--- config.mk ---
export PLATFORM = sky130hd
export DESIGN_NAME = srld_run_fifo
export DESIGN_NICKNAME = d
export VERILOG_FILES = /design/src/rtl/srld_pkg.sv /design/src/rtl/srld_run_fifo.sv
export SDC_FILE = /design/constraint.sdc
export NUM_CORES = 1
export LEC_CHECK = 0
export ABC_AREA = 1
export BUFFER_PORTS_ARGS = -buffer_cell sky130_fd_sc_hd__buf_2
export CAP_MARGIN = 20
export CORE_AREA = 5 5 142 144
export DETAILED_ROUTE_END_ITERATION = 10
export DIE_AREA = 0 0 147 149
export GPL_ROUTABILITY_DRIVEN = 0
export GPL_TIMING_DRIVEN = 0
export PLACE_DENSITY = 0.76
export SLEW_MARGIN = 30
export SYNTH_ARGS = -nofsm -noshare
export SYNTH_HDL_FRONTEND = slang
export SYNTH_SLANG_ARGS = --single-unit
export TNS_END_PERCENT = 100
--- constraint.sdc ---
create_clock -name i_clk -period 5.5 [get_ports i_clk]
set_clock_uncertainty 0.05 [all_clocks]
set_input_delay 1.1 -clock i_clk [delete_from_list [all_inputs] [get_ports i_clk]]
set_output_delay 1.1 -clock i_clk [all_outputs]
set_load 0.01 [all_outputs]
--- src/rtl/srld_pkg.sv ---
// Package for the subpicture run-length line decoder.
// Types, codes and constants shared by all srld_* files; no dependencies.
package srld_pkg;

    // Field widths
    localparam int DIM_W    = 13;   // widths, heights, columns, line counters
    localparam int RUN_W    = 14;   // run length
    localparam int ALPHA_W  = 16;   // four 4-bit alpha values
    localparam int POS_W    = 26;   // product of two DIM_W values
    localparam int CODE_W   = 16;   // up to four nibbles
    localparam int CFG_IDX_W = 2;
    localparam int CFG_DAT_W = 16;

    // Reset values of the registers
    localparam logic [DIM_W-1:0] WIDTH_RST = DIM_W'(720);
    localparam logic [DIM_W-1:0] COUNT_RST = DIM_W'(576);
    localparam logic [POS_W-1:0] TOTAL_RST = POS_W'(720 * 576);

    // Code thresholds: finished at 1, 2, 3 nibbles; fill and bad codes at 4
    localparam logic [CODE_W-1:0] CODE_MIN_1    = 16'h0004;
    localparam logic [CODE_W-1:0] CODE_MIN_2    = 16'h0010;
    localparam logic [CODE_W-1:0] CODE_MIN_3    = 16'h0040;
    localparam logic [CODE_W-1:0] CODE_SHORT_4  = 16'h0100;
    localparam logic [CODE_W-1:0] CODE_FILL_MAX = 16'h0004;
    localparam logic [1:0]        COLOR_MASK    = 2'h3;

    // Result queue
    localparam int FIFO_DEPTH = 4;
    localparam int FIFO_PTR_W = $clog2(FIFO_DEPTH);
    localparam int FIFO_CNT_W = $clog2(FIFO_DEPTH + 1);

    typedef enum logic [1:0] {
        ERR_OK       = 2'd0,
        ERR_BAD_CODE = 2'd1,
        ERR_BEYOND   = 2'd2,
        ERR_OVERRUN  = 2'd3
    } t_err;

    typedef enum logic [CFG_IDX_W-1:0] {
        CFG_LINE_WIDTH = 2'd0,
        CFG_LINE_COUNT = 2'd1,
        CFG_ALPHA      = 2'd2
    } t_cfg_reg;

    // Decoder state carried from nibble to nibble
    typedef struct packed {
        logic [11:0]      partial;
        logic [1:0]       held;
        logic [DIM_W-1:0] column;
        logic [DIM_W-1:0] line_number;
        logic             still_top;
        logic [DIM_W-1:0] top_cnt;
        logic [DIM_W-1:0] bot_cnt;
        logic             halted;
        logic [POS_W-1:0] base;        // line_number * line_width
    } t_dec_state;

    // Picture setup seen by the nibble stage
    typedef struct packed {
        logic [DIM_W-1:0]   width;
        logic [DIM_W-1:0]   count;
        logic [ALPHA_W-1:0] alpha;
        logic [POS_W-1:0]   total;     // line_count * line_width
    } t_dec_cfg;

    // Per-nibble control flags
    typedef struct packed {
        logic emit;
        logic stop;
    } t_step;

    // One result item
    typedef struct packed {
        logic [RUN_W-1:0] run_length;
        logic [1:0]       color_index;
        logic             kept;
        logic             line_end;
        logic             picture_done;
        t_err             error_code;
        logic [DIM_W-1:0] top_skipped;
        logic [DIM_W-1:0] bottom_skipped;
        logic             last_of_item;
    } t_run;

    // State after reset or a first byte
    function automatic t_dec_state srld_clear_state();
        t_dec_state s;
        s           = '0;
        s.still_top = 1'b1;
        return s;
    endfunction

endpackage

--- src/rtl/srld_run_fifo.sv ---
// Result queue: takes up to two runs a cycle, hands out one per transfer.
// Depends on srld_pkg.
module srld_run_fifo import srld_pkg::*; (
    input  logic                  i_clk,
    input  logic                  i_rst_n,
    input  logic [1:0]            i_push_n,
    input  t_run                  i_push_a,
    input  t_run                  i_push_b,
    input  logic                  i_pop,
    output t_run                  o_head,
    output logic [FIFO_CNT_W-1:0] o_count
);

    t_run                  r_mem [FIFO_DEPTH];
    logic [FIFO_PTR_W-1:0] r_wr;
    logic [FIFO_PTR_W-1:0] r_rd;
    logic [FIFO_CNT_W-1:0] r_count;
    logic [FIFO_PTR_W-1:0] wr_next;

    assign wr_next = r_wr + FIFO_PTR_W'(1);

    // Pointers and fill level
    always_ff @(posedge i_clk) begin
        if (!i_rst_n) begin
            r_wr    <= '0;
            r_rd    <= '0;
            r_count <= '0;
        end else begin
            r_wr    <= r_wr + FIFO_PTR_W'(i_push_n);
            r_rd    <= r_rd + FIFO_PTR_W'(i_pop);
            r_count <= r_count + FIFO_CNT_W'(i_push_n) - FIFO_CNT_W'(i_pop);
        end
    end

    // Entry storage
    always_ff @(posedge i_clk) begin
        if (i_push_n != 2'd0) begin
            r_mem[r_wr] <= i_push_a;
        end
        if (i_push_n == 2'd2) begin
            r_mem[wr_next] <= i_push_b;
        end
    end

    assign o_head  = r_mem[r_rd];
    assign o_count = r_count;

endmodule

[Word level (Yosys, flattened, before mapping)]
Memory sizes are Yosys's and may differ from the RTL's. A register that Yosys moved wholly into a read port is not among the register bits.
Cells that the tools add are included.
Word-level totals
  register bits: 7
  input bits: 101
  memories: 1
  memory bits (writable): 192
  word-level logic and storage cells: 16
Cells by class
  reduce and logical (&&, ||, !) cells: 1
  equal/unequal tests: 1
  $add $sub $neg: 5
  multiplexer cells: 5
Memory list
  r_mem: words 4, width 48, rd ports 1, clocked after Yosys merged registers in 1, write ports 2, RTL line srld_run_fifo.sv:14  | t_run r_mem [FIFO_DEPTH];
Operators with widths (count)
  $mux W1: 4
  $add A3 B2 Y3: 1
  $sub A3 B1 Y3: 1
  $add A2 B1 Y2: 1
  $add A2 B1 Y2 const B: 1
  $add A2 B2 Y2: 1
  $eq A2 B2 Y1 const B: 1
  $mux W2: 1
  $reduce_bool A2 Y1: 1

[Logic depth before layout (Yosys ltp)]
Gate-level depths: netlist (run 1).
  depth in word-level cells: 3
  depth in mapped cells: 9
  mapped depth without buffers: 9

[Least setup slack after synthesis (run 1)]
Ideal clock, no wire load.
  path type: in2reg
  start point: input port i_push_n[1]
  end point: memory r_mem[1][0] (netlist bit) (enable)
  path buffers: 1
  slack: 2387 ps
  stages: 5
  arrival time: 2481 ps
  setup time: 583 ps
  path through: inv_2 nor2_4 nand2_1 clkbuf_1 nand2_1
RTL lines
  start, declared: RTL line srld_run_fifo.sv:6  | input logic [1:0] i_push_n,
  end, declared: RTL line srld_run_fifo.sv:14

==> results of run 1 <==
## layer usage
metal / part of all wire, % / wire length (um) / global-route usage (%) / up-vias
li1: - / - / - / 4023
met1: 39 / 10800 / 32.3 / 4009
met2: 50 / 13900 / 44.3 / 421
met3: 8.8 / 2440 / 4.50 / 70
met4: 2.9 / 809 / 9.23 / 0
met5: 0 / 0 / 0 / -
## Yosys cell counts, types with 2 or more instances
cell type | count | area share [%]
a21oi_1 | 50 | 2.5
buf_2 | 15 | 0.75
buf_4 | 2 | 0.15
buf_6 | 14 | 1.6
clkbuf_1 | 40 | 1.5
dfxtp_1 | 7 | 1.4
edfxtp_1 | 192 | 57
ha_1 | 5 | 0.62
inv_1 | 158 | 5.9
nand2_1 | 306 | 11
nand2_2 | 2 | 0.12
nand3_1 | 3 | 0.15
nor2_1 | 5 | 0.19
o211ai_1 | 48 | 3.6
o21ai_0 | 213 | 11
o21ai_1 | 27 | 1.3
## final timing paths
path              startpoint            to  slack [ps]  depth (start not counted)
setup / recovery     r_rd[0]    o_head[46]        2060                          6
hold / removal    o_count[2]    o_count[2]         550                          4
setup reg to reg     r_wr[0]  r_mem[1][20]        3110                          5
hold reg to reg   o_count[2]    o_count[2]         550                          4
## placed cells by master, fill, tap and decap left out, types with 5 or more instances in the layout
| cell type | count |
|---|---|
| nand2_1 | 302 |
| o21ai_0 | 213 |
| edfxtp_1 | 192 |
| buf_2 | 166 |
| inv_1 | 158 |
| a21oi_1 | 50 |
| o211ai_1 | 48 |
| clkbuf_1 | 41 |
| o21ai_1 | 27 |
| clkbuf_16 | 17 |
| buf_6 | 14 |
| dfxtp_1 | 7 |
| nor2_1 | 5 |
| ha_1 | 5 |
## power by group
group	internal [mW]	switching, mW
Sequential	1.83	0.0368
Clock	0.666	0.549
Combinational	0.233	0.470
Total	2.73	1.05
## state kept, by name, summed over array words and instances (netlist names)
register  count
o_count       3
r_mem       192
r_rd          2
r_wr          2
## area by class of cell
| cell class | count | share of cell area (%) |
|---|---|---|
| flip-flops and latches | 199 | 50.2 |
| multi-input cells | 665 | 26.9 |
| repair buffers | 155 | 7.11 |
| inverters | 159 | 5.08 |
| clock buffers | 18 | 3.65 |
| plain buffers | 72 | 3.42 |
| well taps | 234 | 2.49 |
| clock inverters | 14 | 1.13 |
## cells by family (layout without fill, tap and decap cells)
kind of cell	Yosys count	after routing	synth area share, %
buf+inv	231	418	9.95
compound gates	338	338	18.1
fa+ha+maj	6	6	0.823
simple gates	320	320	12.2
flops	199	199	58.8
xor+xnor	1	1	0.0873
## worst min-delay path, delay by kind of cell, from the launching register on
family          cells  cell delay, ps
compound gates      1              60
flops               1             320
simple gates        3             170
## through the flow
stage                     utilization (%)  hold WS, ps
after detailed placement             60.2          537
after global placement               59.7          522
after global routing                 63.3          607
after CTS                            63.3          552
final                                63.3          548
after floorplan                         -          508
==> impl_metrics.csv, run 1 <==
group,metric,value,unit
place,portBuffers,151,
drt,wirelength,27.9,mm
layout,multi_input_area,3160,um2
layout,stdcell_count,1516,
sta,slew_viol_final,0,
global_route,grt-ovfl-total,0,
run_status,status,"finished clean",
critical_path,crit_arrival,2290,ps
clock_tree,clock-sinks,199,
floorplanning,die_area,21900,um2
power_and_ir_drop,p_leak,5.28,nW
clock_tree,cts.reportedPaths.clkPinSlew,70,ps
layout,nNetsFinal,1376,
global_route,grt_pass1_wl,43.5,mm
place,dpl_cell_area,11200,um2
global_route,antenna_found_initial,0,
synthesis,synth-seq-cells,199,
layout,drive_above_1_share,17.6,%
critical_path,crit_required,4350,ps
layout,nFillCells,1538,
drt,first_pass_iters,5,
floorplanning,io_pins,152,
clock_tree,postCtsSetupBuffers,0,
clock_tree,cts_max_level,4,
sta,timing.slew.headroom,55.5,%
synthesis,synth-edff-count,192,
critical_path,path_delay_family,"buffers and inverters",
place,pre_cts_slack,2320,ps
synthesis,ys_seq_area_share,58.8,%
sta,max_freq,291,MHz
synthesis,syn_inst,1095,
global_route,grt_usage,25.5,%
flow_run,cap_viol_max_count,0,
floorplanning,die_w,147,um
floorplanning,num_rows,50,
global_route,grt_pass1_vias,8341,
critical_path,path_buf_inv,3,
drt,drc,0,
critical_path,criticalPathCategory,"register to output pin",
clock_tree,clkLatencyLatePin,430,ps
floorplanning,core_area,18600,um2
critical_path,start_kind,"register",
clock_tree,cts.hold.buffers_added,0,
critical_path,slowest_delay,510,ps
global_route,grt_max_degree,37,
power_and_ir_drop,ir_drop,224,uV
layout,regArea,5910,um2
synthesis,syn_area_per_cell,9.17,um2
critical_path,crit_path_max_fanout,10,
drt,first_iter_violations,1005,
synthesis,ys_warn_count,0,
floorplanning,initial_core_util,54.0,%
critical_path,cp_cell_sequence,"buf_2 > buf_1 > a21oi_1 > o21ai_0 > nand2_1 > buf_2",
sta,tightestPinTransition,668,ps
min_path,hp-class,"register to register",
synthesis,ys.flop_type,"edfxtp_1",
drt,ant_nets,0,
critical_path,endpoint_kind,"output pin",
place,dp_cells,1484,
sta,setup_violations,0,
drt,vias,8523,
critical_path,cp_slowest_cell,"buf_1",
clock_tree,numCtsBuffers,17,
sta,hold_violations,0,
place,dp_hpwl,18.7,mm
synthesis,ys_async_sr_fraction,0,%
layout,stdcell_area,11800,um2
power_and_ir_drop,power,3.79,mW
drt,vias_per_cell,5.62,
power_and_ir_drop,powerDensity,322,nW/um2
synthesis,netlist-cell-type-count,24,
floorplanning,die_h,149,um
clock_tree,cts_resized,0,
synthesis,synth_area,10000,um2
sta,rsz0062_at_grt,"false",
layout,area_growth,17.1,%
synthesis,synthesis.nets,1202,
drt,post_drt_wl_per_cell,18.4,um
layout,diodes,0,
sta,min_period,3440,ps
critical_path,crit_top_cell,"buf_2",
sta,post-route-period-util,62.5,%
clock_tree,cts_tree,"yes",
clock_tree,cts_root_buf,"clkbuf_16",
sta,finalSetupTns,0,ps
clock_tree,cts_max_path_buffers,2,
sta,worst_slack,2060,ps
Power figures use the tool's default switching activity.
==> run 2, diff against run 1 <==
--- a/config.mk
+++ b/config.mk
@@ -8,9 +8,9 @@
 export ABC_AREA = 1
 export BUFFER_PORTS_ARGS = -buffer_cell sky130_fd_sc_hd__buf_2
 export CAP_MARGIN = 20
-export CORE_AREA = 5 5 142 144
+export CORE_AREA = 5 5 145 147
 export DETAILED_ROUTE_END_ITERATION = 10
-export DIE_AREA = 0 0 147 149
+export DIE_AREA = 0 0 150 152
 export GPL_ROUTABILITY_DRIVEN = 0
 export GPL_TIMING_DRIVEN = 0
 export PLACE_DENSITY = 0.76
==> constraint.sdc (replaced) <==
create_clock -name i_clk -period 2.9 [get_ports i_clk]
set_clock_uncertainty 0.05 [all_clocks]
set_input_delay 0.58 -clock i_clk [delete_from_list [all_inputs] [get_ports i_clk]]
set_output_delay 0.58 -clock i_clk [all_outputs]
set_load 0.01 [all_outputs]
==> run 2 against run 1 <==
Combinational power rose by 91%. Utilization fell by 3.4 points. Sequential cell count did not move. Die area rose by 4.1%. First-iteration DRC count fell by 13%. Final area rose by 0.66%. Largest power group unchanged. Sequential power rose by 89%. Highest routed layer unchanged. Total power rose by 90%. Hold slack got worse by 200 ps. Routed wire length rose by 0.59%. Critical endpoint is now o_head[22]. Largest cell class unchanged. Cell count rose by 2.4%. Sequential share of layout area fell by 0.33 points.
==> impl_metrics.csv, run 2 (synthesized netlist as in run 1, its figures left out) <==
group,metric,value,unit
sta,worst_slack,94.3,ps
drt,topRoutingLayerUsed,"met4",
global_route,grt_usage,24.8,%
global_route,antenna_found_initial,0,
sta,timing.hold.ws,343,ps
drt,ant_nets,0,
layout,regMostFlops,"r_mem",
sta,post-route-period-util,96.7,%
floorplanning,die_w,150,um
layout,area_growth,17.9,%
drt,first_pass_iters,5,
critical_path,path_delay_family,"buffers and inverters",
run_status,status,"finished clean",
critical_path,endpoint_kind,"output pin",
global_route,grt_pass1_vias,8464,
place,dp_hpwl,18.8,mm
critical_path,reg2regPathDepth,5,
drt,first_iter_violations,872,
drt,wirelength,28.1,mm
sta,tightestPinTransition,706,ps
floorplanning,initial_core_util,50.7,%
critical_path,r2r_end,"r_mem[3][20]",
layout,nFillCells,1728,
floorplanning,num_rows,52,
power_and_ir_drop,powerDensity,608,nW/um2
global_route,grt_max_degree,44,
critical_path,start_kind,"register",
power_and_ir_drop,p_leak,5.29,nW
min_path,hold_path_depth,3,
sta,max_freq,356,MHz
critical_path,crit_path_max_fanout,10,
sta,min_period,2810,ps
drt,dr_wl_met3,2.72,mm
critical_path,slowest_delay,480,ps
clock_tree,clkLatencyLatePin,430,ps
global_route,grt_pass1_wl,43.9,mm
flow_run,cap_viol_max_count,0,
sta,finalSetupTns,0,ps
layout,nNetsFinal,1376,
critical_path,criticalPathCategory,"register to output pin",
drt,m1WireLength,10.8,mm
critical_path,r2r_slack,500,ps
drt,vias_per_cell,5.47,
clock_tree,cts.reportedPaths.clkPinSlew,70,ps
power_and_ir_drop,ir_drop,430,uV
min_path,holdPathEnd,"r_rd[0]",
clock_tree,cts_max_level,4,
layout,final_util,59.8,%
sta,slew_viol_final,0,
critical_path,cp_cell_sequence,"clkbuf_4 > clkbuf_1 > a21oi_1 > o21ai_0 > nand2_1 > buf_2",
critical_path,r2r_start,"r_wr[0]",
drt,post_drt_wl_per_cell,18.1,um
min_path,hp-class,"primary input to register",
drt,drc,0,
critical_path,crit_required,2270,ps
critical_path,crit_arrival,2180,ps
sta,timing.slew.headroom,52.9,%
clock_tree,cts.hold.buffers_added,0,
floorplanning,io_pins,152,
layout,drive_above_1_share,17.9,%
floorplanning,core_area,19800,um2
drt,vias,8488,
drt,wl_met2,13.8,mm
layout,multi_input_area,3160,um2
layout,regArea,5910,um2
place,pre_cts_slack,268,ps
sta,hold_violations,0,
clock_tree,numCtsBuffers,17,
clock_tree,cts_root_buf,"clkbuf_16",
layout,final_common_cell,"nand2_1",
place,portBuffers,151,
clock_tree,cts_max_path_buffers,2,
sta,rsz0062_at_grt,"false",
clock_tree,cts_tree,"yes",
layout,final_cell_mix,"302 x nand2_1, 213 x o21ai_0, 192 x edfxtp_1",
floorplanning,die_h,152,um
sta,setup_violations,0,
floorplanning,die_area,22800,um2
critical_path,cp_slowest_cell,"clkbuf_1",
critical_path,path_buf_inv,3,
min_path,hp-start,"i_rst_n",
clock_tree,clock-sinks,199,
critical_path,cp.depth,6,
global_route,grt-ovfl-total,0,
layout,largest_reg_flops,192,
[run 2: cell count changes in the layout (fill, tap and decap cells not counted), moves of 3 or more]
cell / before / now
clkbuf_8: 0 / 3
clkbuf_2: 0 / 3
clkinv_1: 3 / 0
clkbuf_4: 0 / 4
buf_2: 166 / 162
[run 2: timing repair]
item	in CTS	in global routing
buffers inserted	0	0
gates resized for setup	0	9
setup endpoints to repair	0	43
[run 2: layout make-up]
cell class	instances	area share [%]
inverter	159	5.04
antenna	1	0.0211
multi-input combinational	665	26.7
tap	270	2.85
sequential	199	49.9
timing repair buffer	155	7.13
clock buffer	22	4.01
buffer	72	3.51
clock inverter	10	0.814
[run 2: worst max-delay path by stage]
stage / start / slack, ps / end
after floorplan: i_push_n[1] / 310 / r_mem[1][0]
final: r_rd[0] / 90 / o_head[22]
after global routing: r_rd[0] / 20 / o_head[18]
after CTS: r_rd[0] / 10 / o_head[6]
after detailed placement: i_push_n[1] / 270 / r_mem[3][18]
after global placement: i_push_n[1] / -1090 / r_mem[3][19]
[run 2: metrics by stage]
| step | instance area [um2] | total power, mW | std cells |
|---|---|---|---|
| final | 11800 | 7.19 | 1553 |
| after CTS | 11800 | 7.19 | 1552 |
| after global placement | 11100 | 4.87 | 1516 |
| after detailed placement | 11200 | 4.93 | 1520 |
| after floorplan | 10000 | 4.35 | 1095 |
| after global routing | 11800 | 7.48 | 1552 |
[run 2: worst register-to-register path: cells and delay by family, from the launching register on]
family	cells	cell delay (ps)
buffers and inverters	2	890
flip-flops	1	470
AND/OR/NAND/NOR	3	710
[run 2: layer usage]
metal	vias up	track usage (%)
li1	4021	-
met1	3939	32.8
met2	473	41.1
met3	55	3.72
met4	0	9.59
met5	-	0
[run 2: where the power goes]
group          switching [mW]  internal [mW]  total (mW)  leakage, nW
Sequential             0.0659           3.47        3.54         1.86
Clock                    1.06           1.26        2.31        0.269
Combinational           0.891          0.447        1.34         3.16
