==> src/rtl/srld_pkg.sv <==
// Package for the subpicture run-length line decoder.
// Types, codes and constants shared by all srld_* files; no dependencies.
package srld_pkg;

    // Field widths
    localparam int DIM_W    = 13;   // widths, heights, columns, line counters
    localparam int RUN_W    = 14;   // run length
    localparam int ALPHA_W  = 16;   // four 4-bit alpha values
    localparam int POS_W    = 26;   // product of two DIM_W values
    localparam int CODE_W   = 16;   // up to four nibbles
    localparam int CFG_IDX_W = 2;
    localparam int CFG_DAT_W = 16;

    // Reset values of the registers
    localparam logic [DIM_W-1:0] WIDTH_RST = DIM_W'(720);
    localparam logic [DIM_W-1:0] COUNT_RST = DIM_W'(576);
    localparam logic [POS_W-1:0] TOTAL_RST = POS_W'(720 * 576);

    // Code thresholds: finished at 1, 2, 3 nibbles; fill and bad codes at 4
    localparam logic [CODE_W-1:0] CODE_MIN_1    = 16'h0004;
    localparam logic [CODE_W-1:0] CODE_MIN_2    = 16'h0010;
    localparam logic [CODE_W-1:0] CODE_MIN_3    = 16'h0040;
    localparam logic [CODE_W-1:0] CODE_SHORT_4  = 16'h0100;
    localparam logic [CODE_W-1:0] CODE_FILL_MAX = 16'h0004;
    localparam logic [1:0]        COLOR_MASK    = 2'h3;

    // Result queue
    localparam int FIFO_DEPTH = 4;
    localparam int FIFO_PTR_W = $clog2(FIFO_DEPTH);
    localparam int FIFO_CNT_W = $clog2(FIFO_DEPTH + 1);

    typedef enum logic [1:0] {
        ERR_OK       = 2'd0,
        ERR_BAD_CODE = 2'd1,
        ERR_BEYOND   = 2'd2,
        ERR_OVERRUN  = 2'd3
    } t_err;

    typedef enum logic [CFG_IDX_W-1:0] {
        CFG_LINE_WIDTH = 2'd0,
        CFG_LINE_COUNT = 2'd1,
        CFG_ALPHA      = 2'd2
    } t_cfg_reg;

    // Decoder state carried from nibble to nibble
    typedef struct packed {
        logic [11:0]      partial;
        logic [1:0]       held;
        logic [DIM_W-1:0] column;
        logic [DIM_W-1:0] line_number;
        logic             still_top;
        logic [DIM_W-1:0] top_cnt;
        logic [DIM_W-1:0] bot_cnt;
        logic             halted;
        logic [POS_W-1:0] base;        // line_number * line_width
    } t_dec_state;

    // Picture setup seen by the nibble stage
    typedef struct packed {
        logic [DIM_W-1:0]   width;
        logic [DIM_W-1:0]   count;
        logic [ALPHA_W-1:0] alpha;
        logic [POS_W-1:0]   total;     // line_count * line_width
    } t_dec_cfg;

    // Per-nibble control flags
    typedef struct packed {
        logic emit;
        logic stop;
    } t_step;

    // One result item
    typedef struct packed {
        logic [RUN_W-1:0] run_length;
        logic [1:0]       color_index;
        logic             kept;
        logic             line_end;
        logic             picture_done;
        t_err             error_code;
        logic [DIM_W-1:0] top_skipped;
        logic [DIM_W-1:0] bottom_skipped;
        logic             last_of_item;
    } t_run;

    // State after reset or a first byte
    function automatic t_dec_state srld_clear_state();
        t_dec_state s;
        s           = '0;
        s.still_top = 1'b1;
        return s;
    endfunction

endpackage

==> src/rtl/srld_nibble.sv <==
// One nibble step of the run-length decoder: code building and run classification.
// Depends on srld_pkg.
module srld_nibble import srld_pkg::*; (
    input  logic       i_en,
    input  logic [3:0] i_nib,
    input  t_dec_cfg   i_cfg,
    input  t_dec_state i_state,
    output t_dec_state o_state,
    output t_run       o_run,
    output t_step      o_step
);

    logic [CODE_W-1:0] code;
    logic [2:0]        held;
    logic              done;
    logic              is_long;
    logic              is_fill;
    logic              is_bad;
    logic [RUN_W-1:0]  fill_len;
    logic [RUN_W-1:0]  len;
    logic [POS_W:0]    span;
    logic              beyond;
    logic [1:0]        col;
    logic [3:0]        alpha;
    logic              blank;
    logic [RUN_W:0]    newcol;
    logic [RUN_W:0]    width_x;
    logic [DIM_W-1:0]  next_line;

    // Code assembly and finish test
    assign code    = {i_state.partial, i_nib};
    assign held    = {1'b0, i_state.held} + 3'd1;
    assign is_long = (held == 3'd4);

    always_comb begin
        unique case (held)
            3'd1:    done = (code >= CODE_MIN_1);
            3'd2:    done = (code >= CODE_MIN_2);
            3'd3:    done = (code >= CODE_MIN_3);
            default: done = 1'b1;
        endcase
    end

    assign is_fill = is_long && (code < CODE_FILL_MAX);
    assign is_bad  = is_long && (code < CODE_SHORT_4) && !is_fill;

    // Run length: rest of the line for a fill code
    assign fill_len = (i_cfg.width > i_state.column)
                    ? {1'b0, i_cfg.width - i_state.column} : '0;
    assign len      = is_fill ? fill_len : code[CODE_W-1:2];
    assign col      = code[1:0] & COLOR_MASK;

    // Position checks
    assign span    = {{(POS_W+1-RUN_W){1'b0}}, len}
                   + {{(POS_W+1-DIM_W){1'b0}}, i_state.column}
                   + {1'b0, i_state.base};
    assign beyond  = span > {1'b0, i_cfg.total};
    assign newcol  = {1'b0, len} + {{(RUN_W+1-DIM_W){1'b0}}, i_state.column};
    assign width_x = {{(RUN_W+1-DIM_W){1'b0}}, i_cfg.width};

    assign alpha     = i_cfg.alpha[4*col +: 4];
    assign blank     = (len == {1'b0, i_cfg.width}) && (alpha == 4'd0);
    assign next_line = i_state.line_number + DIM_W'(1);

    always_comb begin
        o_state = i_state;
        o_run   = '0;
        o_step  = '0;
        if (i_en && !i_state.halted) begin
            if (!done) begin
                o_state.partial = code[11:0];
                o_state.held    = held[1:0];
            end else begin
                o_state.partial = '0;
                o_state.held    = '0;
                o_step.emit     = 1'b1;
                o_step.stop     = 1'b1;
                priority if (is_bad) begin
                    o_state.halted   = 1'b1;
                    o_run.error_code = ERR_BAD_CODE;
                end else if (beyond) begin
                    o_state.halted    = 1'b1;
                    o_run.run_length  = len;
                    o_run.color_index = col;
                    o_run.error_code  = ERR_BEYOND;
                end else begin
                    o_run.run_length  = len;
                    o_run.color_index = col;
                    // Blank line classification
                    if (blank) begin
                        if (i_state.still_top) begin
                            o_state.top_cnt = i_state.top_cnt + DIM_W'(1);
                            o_run.kept      = 1'b0;
                        end else begin
                            o_state.bot_cnt = i_state.bot_cnt + DIM_W'(1);
                            o_run.kept      = 1'b1;
                        end
                    end else begin
                        o_run.kept        = 1'b1;
                        o_state.still_top = 1'b0;
                        o_state.bot_cnt   = '0;
                    end
                    // Line position
                    priority if (newcol > width_x) begin
                        o_state.halted   = 1'b1;
                        o_run.error_code = ERR_OVERRUN;
                    end else if (newcol == width_x) begin
                        o_state.column      = '0;
                        o_state.line_number = next_line;
                        o_state.base        = (next_line == '0) ? '0
                                            : i_state.base + POS_W'(i_cfg.width);
                        o_run.line_end      = 1'b1;
                        o_run.picture_done  = (next_line == i_cfg.count);
                    end else begin
                        o_state.column = newcol[DIM_W-1:0];
                        o_step.stop    = 1'b0;
                    end
                end
            end
        end
        o_run.top_skipped    = o_state.top_cnt;
        o_run.bottom_skipped = o_state.bot_cnt;
    end

endmodule

==> config.mk <==
export PLATFORM = sky130hd
export DESIGN_NAME = srld_nibble
export DESIGN_NICKNAME = d
export VERILOG_FILES = /design/src/rtl/srld_pkg.sv /design/src/rtl/srld_nibble.sv
export SDC_FILE = /design/constraint.sdc
export NUM_CORES = 1
export LEC_CHECK = 0
export ABC_AREA = 0
export BUFFER_PORTS_ARGS = -buffer_cell sky130_fd_sc_hd__buf_2
export CORE_ASPECT_RATIO = 0.5
export CORE_MARGIN = 2
export CORE_UTILIZATION = 45
export DETAILED_ROUTE_END_ITERATION = 8
export PLACE_DENSITY_LB_ADDON = 0.3
export SLEW_MARGIN = 20
export SYNTH_ARGS = -nofsm -noshare
export SYNTH_HDL_FRONTEND = slang
export SYNTH_SLANG_ARGS = --single-unit
==> constraint.sdc <==
create_clock -name vclk -period 16.6
set_input_delay 2.49 -clock vclk [all_inputs]
set_output_delay 2.49 -clock vclk [all_outputs]
set_load 0.05 [all_outputs]
[After elaboration in Yosys (flattened, before gate mapping)]
Cells that the tools add are included.
Storage, ports and cells
  flip-flop bits (word level): 0
  bits of input ports: 167
  output and inout bits: 144
  logic and storage cells: 75
Cells by class
  add/sub/neg operators: 9
  order comparisons: 8
  eq/ne operators: 7
  shift operators: 1
  multiplexer cells: 41
  reductions and logical operators: 9
Operator list (number)
  26-bit 2-to-1 mux: 6
  53-bit 2-to-1 mux: 2
  94-bit 2-to-1 mux: 1
  13-bit 2-to-1 mux: 7
  80-bit 2-to-1 mux: 1
  21-bit 2-to-1 mux: 2
  13-bit by 1-bit adder with 13-bit output, second input constant: 3
  14-bit by 13-bit adder with 15-bit output: 2
  14-bit 2-to-1 mux: 2
  15-bit by 26-bit adder with 27-bit output: 1
  27-bit by 26-bit > comparator with 1-bit output: 1
  26-bit by 13-bit adder with 26-bit output: 1
  19-bit 2-to-1 mux: 1
  16-bit by 3-bit greater-or-equal comparator with 1-bit output, second input constant: 1
  16-bit by 5-bit greater-or-equal comparator with 1-bit output, second input constant: 1
  16-bit by 7-bit greater-or-equal comparator with 1-bit output, second input constant: 1
  16-bit by 3-bit less-than comparator with 1-bit output, second input constant: 1
  16-bit by 9-bit less-than comparator with 1-bit output, second input constant: 1
  16-bit by 5-bit variable part select with 4-bit output: 1
  15-bit by 13-bit equality test with 1-bit output: 1
  15-bit by 13-bit > comparator with 1-bit output: 1
  14-bit by 13-bit equality test with 1-bit output: 1
  2-bit 2-to-1 mux: 7
  13-bit equality test: 1
  other kinds (13): 28

[Logic depth before layout (Yosys ltp)]
Gate-level depths: netlist (run 1).
  depth after elaboration: 12
  mapped depth: 38
  depth with buffers taken out: 34

[Worst setup path before layout (run 1)]
No wires, ideal clock.
  kind: input port to output port
  start point: input i_state[73] (netlist name)
  end point: output o_run[29] (netlist name)
  arrival time: 11.268 ns
  required time: 14.110 ns
  setup slack: 2.842 ns
  cell stages on the path: 35
  buffers on the path: 3
  cell sequence: inv_1 ha_1 buf_2 a21oi_1 o21ai_1 nand4_1 nand3_2 nand2_1 nor2_1 nor2_1 fa_1 inv_1 ha_1 fa_1 a21o_1 a21oi_1 o21bai_1 a211oi_1 o31ai_1 or4_1 a31o_2 a21oi_1 nor2_1 xor2_1 ha_1 a21o_1 a211oi_1 o311ai_0 a211o_1 a21oi_1 and2_1 buf_6 nand3_1 buf_2 a2111oi_0
RTL lines
  from (decl): line srld_nibble.sv:7  | input t_dec_state i_state,
  to (decl): line srld_nibble.sv:9  | output t_run o_run,

==> results of run 1 <==
[cells by family (layout without fill, tap and decap cells)]
kind of cell	Yosys count	after routing	synth area share
AND/OR/NAND/NOR	373	373	0.266
AO/OA/AOI/OAI	302	302	0.281
buffers and inverters	192	434	0.113
adder cells (fa/ha/maj)	119	119	0.215
XOR/XNOR	93	93	0.109
multiplexers	10	10	0.0153
other	1	1	0.000500
[per-layer routing]
| metal | GRT usage | up-vias |
|---|---|---|
| met3 | 0.0824 | 61 |
| met5 | 0 | - |
| met4 | 0.0708 | 4 |
| met2 | 0.522 | 494 |
| met1 | 0.466 | 4342 |
| li1 | - | 4385 |
[final timing paths]
kind / startpoint / end / slack [ps]
worst max-delay path: i_state[93] / o_state[25] / 2200
worst min-delay path: i_state[52] / o_state[52] / 5340
[stage by stage]
| stage | utilization | cell area, µm² |
|---|---|---|
| finish | 0.548 | 8970 |
| global route | 0.548 | 8970 |
| CTS | 0.548 | 8970 |
| detailed placement | 0.548 | 8970 |
| global placement | 0.548 | 8970 |
| floorplan | - | 7500 |
[cells in the final DEF, fill, tap and decap left out, types with 17 or more instances in the layout]
master / count
buf_2: 310
inv_1: 121
ha_1: 102
nor2_1: 91
a21oi_1: 61
o21ai_0: 60
nand3_1: 47
xor2_1: 47
nand2_1: 46
xnor2_1: 46
nor3_1: 39
a22o_1: 36
a21o_1: 33
and3_1: 26
nor2b_1: 24
nand4_1: 22
fa_1: 17
[layout make-up]
type	count	area [µm²]	share of cell area
repair buffers	313	1570	0.176
multi-input cells	898	6660	0.742
inverters	121	454	0.0506
well taps	227	284	0.0317
[power by group through the flow]
stage / sequential [mW] / clock (mW) / combinational (mW)
finish: 0 / 0 / 0.418
global route: 0 / 0 / 0.451
CTS: 0 / 0 / 0.410
detailed placement: 0 / 0 / 0.407
global placement: 0 / 0 / 0.402
floorplan: 0 / 0 / 0.295
[tightest hold or removal path, stage by stage]
cell	delay, ps
buf_2	80
xor2_1	70
buf_2	210
==> flow_results.org, run 1 <==
** Status
- The flow ran to the end, and the final reports show no timing, DRC or antenna violations.

** Final layout
- Relative to the synthesized area, the layout overhead comes to 19.5%.
- In the finished design the tool counted flip-flops and latches totalling 0.
- The finished layout holds 1559 standard cells, fillers aside.
- Number of clock buffer instances in the layout :: 0
- Fill cells in the final layout number 1686.
- Number of inserted diodes :: 0
- FF+latch area :: 0 µm²
- Fraction of final layout cells sized beyond drive strength 1 :: 0.255
- The net count of the finished layout is 1620.

** STA
- Setup Total Neg Slack :: 0 ps
- Headroom to the max-slew limit came out at 0.358.
- Post-route worst setup slack :: 2200 ps
- Number of max-slew violations in the final report :: 0
- Fmax :: 0.0694 GHz
- Hold timing on the final database bottoms out at a slack of 5340 ps.
- Worst-margin pin slew :: 955 ps
- Of the available clock period, the critical path in the final layout requires 0.868.
- Setup violations remaining at the end of the flow were counted as 0.
- The count of endpoints failing hold in the final timing report was 0.
- RSZ-0062 raised after global routing :: no
- Min Tclk post-route :: 14400 ps

** Pwr
- Total power per unit cell area :: 46.6 nW/µm²
- IR analysis of the VDD net gives a maximum drop of 0.0253 mV.
- Cell leakage power :: 4.73 nW
- In this run the power spent charging and discharging nets is 0.273 mW.
- Sw Ratio :: 0.653
- The share of total power dissipated in sequential elements is 0.
- Of the total power, the clock network draws 0.
- Of the total power, combinational logic draws 1.000.
- Final Total Pwr :: 0.418 mW
- Internal :: 0.145 mW

** Placed design
- Detailed placement finished with a half-perimeter wire length of 27.2 mm.
- Post-Place Setup Slack :: 2350 ps
- Routability-driven placement finished with a final weighted congestion of 1.02.
- Once placement completed, the tool counted placed cells totaling 1559.
- Number of input and output port buffers inserted :: 310

** Die
- Initial Utilization :: 0.459
- DIE AREA :: 17800 µm²
- Cell row count :: 33
- The die is 95.3 µm tall.
- 311 I/O pins were placed.
- The floorplan step set the die width to 187 µm.
- Area of the core region :: 16400 µm²

** Synthesis
- Average instance area after synthesis :: 6.88 µm²
- Cell accounting for the most synthesized area :: ha_1
- In this run the cell area of the synthesized design comes to 7500 µm².
- For this run, the number of Yosys warnings is 0.
- Of the synthesized area, sequential elements account for 0.
- Sorting the synthesized cells by how often they occur yields inv_1 (121), ha_1 (102), nor2_1 (91).
- Leading cell type by number of instances after synthesis :: inv_1
- In this run, distinct cell masters in the synthesized netlist total 80.
- Biggest area contributors in the synthesized netlist :: ha_1 (17%), inv_1 (6.1%), xor2_1 (5.5%)
- Post-Syn Nets :: 1376
- After technology mapping, the gate count stands at 1090.
- The share of synthesized area in the top cell type comes to 0.170.

** Routing
- Once detail routing completed, the nets flagged for antenna violations numbered 0.
- Dividing the detail-routed wire length by the instance count gives 20.5 µm.
- Detailed-route via count :: 9286
- Summed over all nets, wire length on met2 after detailed routing comes to 13.5 mm.
- In this run, the number of DRC markers left after iteration 0 of detailed routing was 818.
- # DRC :: 0
- For this run, the detailed router's first-pass iteration total came to 6.
- In the routed layout, each cell is associated on average with a via count of 5.96.
- After detailed routing, the met3 layer carries 3.35 mm of wire.
- Total Wirelength :: 31.9 mm
- DR top layer :: met5
- For this block, wires on met1 add up to 14.3 mm.

** GRT
- In the global route stage, overall resource usage came out at 0.334.
- Maximum number of pins on one net before global-route repair :: 32
- Antenna violations before repair :: 2
- The via count of the first global-routing pass is 8324.
- Remaining global-route overflow :: 0
- Global-route wire length before repair :: 47.0 mm

** CTS
- Cells resized by post-CTS repair :: 0
- Buffers inserted to repair hold after CTS numbered 0.
- Post-CTS setup buffers :: 0

** Worst setup path
- CP endpoint kind :: primary output
- By startpoint and endpoint, the worst setup path is classified as primary input to primary output.
- Along the worst path, the maximum fanout reaches 25.
- In this design, the stage delay of the slowest critical-path cell is 750 ps.
- Data arrives at the worst endpoint at 11910 ps.
- The critical path crosses 32 cells after its start point.
- Together, buffers and inverters on the worst path number 3.
- Largest delay contributor family on the critical path :: simple AND/OR/NAND/NOR gates
- The worst setup path is launched from a primary input.
- Worst path required time :: 14110 ps
- The slowest stage of the critical path belongs to the cell nand3_1.

** Hold path
- The tightest min-delay check is of the primary input to primary output type.
- Hold path cells :: 3

** Run
- The tool flagged a number of max-cap violations equal to 0.
Power figures use the tool's default switching activity.
==> run 2: changes to the inputs <==
--- a/config.mk
+++ b/config.mk
@@ -6,7 +6,7 @@
 export NUM_CORES = 1
 export LEC_CHECK = 0
 export ABC_AREA = 0
-export BUFFER_PORTS_ARGS = -buffer_cell sky130_fd_sc_hd__buf_2
+export BUFFER_PORTS_ARGS = -buffer_cell sky130_fd_sc_hd__buf_4
 export CORE_ASPECT_RATIO = 0.5
 export CORE_MARGIN = 2
 export CORE_UTILIZATION = 45
==> flow_results.org, run 2 (same netlist as run 1, synthesis figures left out) <==
** Status
- Run status: finished clean (unchanged).

** Final layout
- The total number of nets in the final design is 1621 (was 1620).
- The final design utilization is 0.596 (was 0.548).
- Highest-count cells in the layout ignoring fill and taps: buf_4 (314), inv_1 (121), ha_1 (102) (was buf_2 (310), inv_1 (121), ha_1 (102)).
- Fill cells :: 1594 (was 1686)
- Leading cell type in the layout, fill and taps excluded :: buf_4 (was buf_2)
- The share of cells above drive strength 1 came to 0.255 (about the same).
- Layout overhead on the synthesized area :: 29.9% (was 19.5%)
- The footprint of the flip-flops and latches came to 0 µm² (unchanged).
- The combined area of the multi-input logic cells came to 6660 µm² (unchanged).
- The number of diodes added for antenna fixing is 0 (unchanged).
- The layout sequential cell count was 0 (unchanged).
- Number of clock buffer instances in the layout :: 0 (unchanged)

** Pwr
- Cell leakage power :: 4.98 nW (was 4.73 nW)
- The highest ir drop seen on vdd came to 0.0333 mV (was 0.0253 mV).
- Power share of the combinational group :: 1.000 (about the same)
- Net switching power :: 0.275 mW (was 0.273 mW)
- Internal :: 0.169 mW (was 0.145 mW)
- The areal power density over the cells was 45.6 nW/µm² (was 46.6 nW/µm²).
- The switching power as a share of total power is 0.619 (was 0.653).
- Clock power frac :: 0 (about the same)
- The total chip power was 0.445 mW (was 0.418 mW).
- Register share of total power :: 0 (about the same)

** Run
- The max-capacitance violation count came to 0 (unchanged).

** Routing
- The final routed wirelength across all metal layers was 32.8 mm (was 31.9 mm).
- Per-cell routed wire length :: 21.0 µm (was 20.5 µm)
- Length of the first detailed-routing pass in iterations :: 6 (unchanged)
- The total DRC errors in the routed layout came to 0 (unchanged).
- The detailed-route via count was 9323 (was 9286).
- Number of vias per cell :: 5.98 (was 5.96)
- Antenna-violating nets left :: 0 (unchanged)
- Drt first-iter violations :: 889 (was 818)

** Hold path
- Worst min-delay path category :: primary input to primary output (unchanged)
- Critical hold path startpoint :: i_state[52] (unchanged)

** Die
- The top-level I/O count is 311 (unchanged).
- Initial Utilization :: 0.459 (unchanged)
- The number of rows in the core area came to 33 (unchanged).
- The floorplan die height came to 95.3 µm (unchanged).
- The overall die area was 17800 µm² (unchanged).
- Area of the core region :: 16400 µm² (unchanged)
- Die X :: 187 µm (unchanged)

** Worst setup path
- Critical path class :: primary input to primary output (unchanged)
- The maximum fanout along the worst path came to 25 (unchanged).
- The critical path endpoint category is a primary output (unchanged).
- By instance count, the cell type seen most on the critical path is a21oi_1.
- The critical path's largest stage delay is 740 ps (was 750 ps).
- The end point of the critical path was o_state[23] (was o_state[25]).
- The slowest cell on the critical path was nand3_1 (unchanged).
- The data required time of the critical path is 14110 ps (about the same).
- Worst setup path startpoint :: i_state[73] (was i_state[93])
- Critical path arrival :: 11900 ps (was 11910 ps)
- Category of the worst setup path launch point :: primary input (unchanged)

** STA
- Remaining max-slew budget at the tightest pin :: 0.322 (was 0.358)
- RSZ-0062 raised after global routing :: no (unchanged)
- Period utilization :: 0.867 (was 0.868)
- The sum of negative setup slack was 0 ps (unchanged).
- The setup-violating endpoint count in the final report was 0 (unchanged).
- The top achievable clock speed came to 0.0695 GHz (was 0.0694 GHz).
- The slew of the pin with the lowest slew margin was 1010 ps (was 955 ps).
- Final Hold Vio Count :: 0 (unchanged)
- The final critical path time including I/O delays and setup is 14390 ps (was 14400 ps).
- Number of max-slew violations in the final report :: 0 (unchanged)

** GRT
- Antenna violations before repair :: 1 (was 2)
- Via count of the first global-routing pass :: 8556 (was 8324)
- The pin count of the biggest net entering global routing came to 32 (unchanged).
- Remaining global-route overflow :: 0 (unchanged)
- The overall routing resource usage came to 0.346 (was 0.334).
- The first-pass GRT wire length was 48.1 mm (was 47.0 mm).

** Placed design
- Number of input and output port buffers inserted :: 310 (unchanged)
- Placer congestion estimate :: 1.02 (about the same)
- The half-perimeter wire length after detailed placement came to 28.1 mm (was 27.2 mm).

** CTS
- The number of gates given a new drive strength after cts came to 0 (unchanged).
- The count of buffers added by post-CTS timing repair for setup was 0 (unchanged).
- Hold Buf Count CTS :: 0 (unchanged)
## run 2: cell count changes in the layout (fill, tap and decap cells not counted), sizes merged
cell  change
buf       +1
## run 2: through the flow
step / setup slack [ps] / hold WS [ps] / cell area (µm²) / instances
2_1_floorplan: 2840 / 5200 / 7500 / 1090
3_3_place_gp: 2650 / 5320 / 9750 / 1560
3_5_place_dp: 2360 / 5320 / 9750 / 1560
4_1_cts: 2330 / 5330 / 9750 / 1560
5_1_grt: 1570 / 5340 / 9750 / 1560
6_report: 2210 / 5320 / 9750 / 1560
## run 2: final cells by class
class / count / share of cell area
Inverter: 121 / 0.0466
Multi-Input combinational cell: 898 / 0.683
Tap cell: 227 / 0.0291
Timing Repair Buffer: 314 / 0.242
## run 2: power groups by stage
stage	sequential, mW	combinational, mW	clock (mW)
floorplan	0	0.295	0
global placement	0	0.429	0
detailed placement	0	0.434	0
CTS	0	0.436	0
global route	0	0.478	0
finish	0	0.445	0
## run 2: per-layer routing
metal,share of wire,vias up,GRT usage,wire [µm]
li1,-,4399,-,-
met1,0.46,4405,0.492,14900
met2,0.42,462,0.546,13900
met3,0.094,55,0.0585,3070
met4,0.026,2,0.0833,869
met5,0.00040,-,0,13
## run 2: critical path, delay by kind of cell
kind            cells  cell delay, ps
compound gates     15            3820
buf+inv             4             460
simple gates       10            3150
fa+ha+maj           5            1770
xor+xnor            1             170
## run 2: how the worst min path moves through the flow
stage                     depth (start not counted)  slack, ps     endpoint
final                                             3       5320  o_state[52]
after global routing                              3       5340    o_run[25]
after CTS                                         3       5330  o_state[52]
after detailed placement                          3       5320  o_state[52]
after global placement                            3       5320  o_state[52]
after floorplan                                   1       5200  o_state[55]
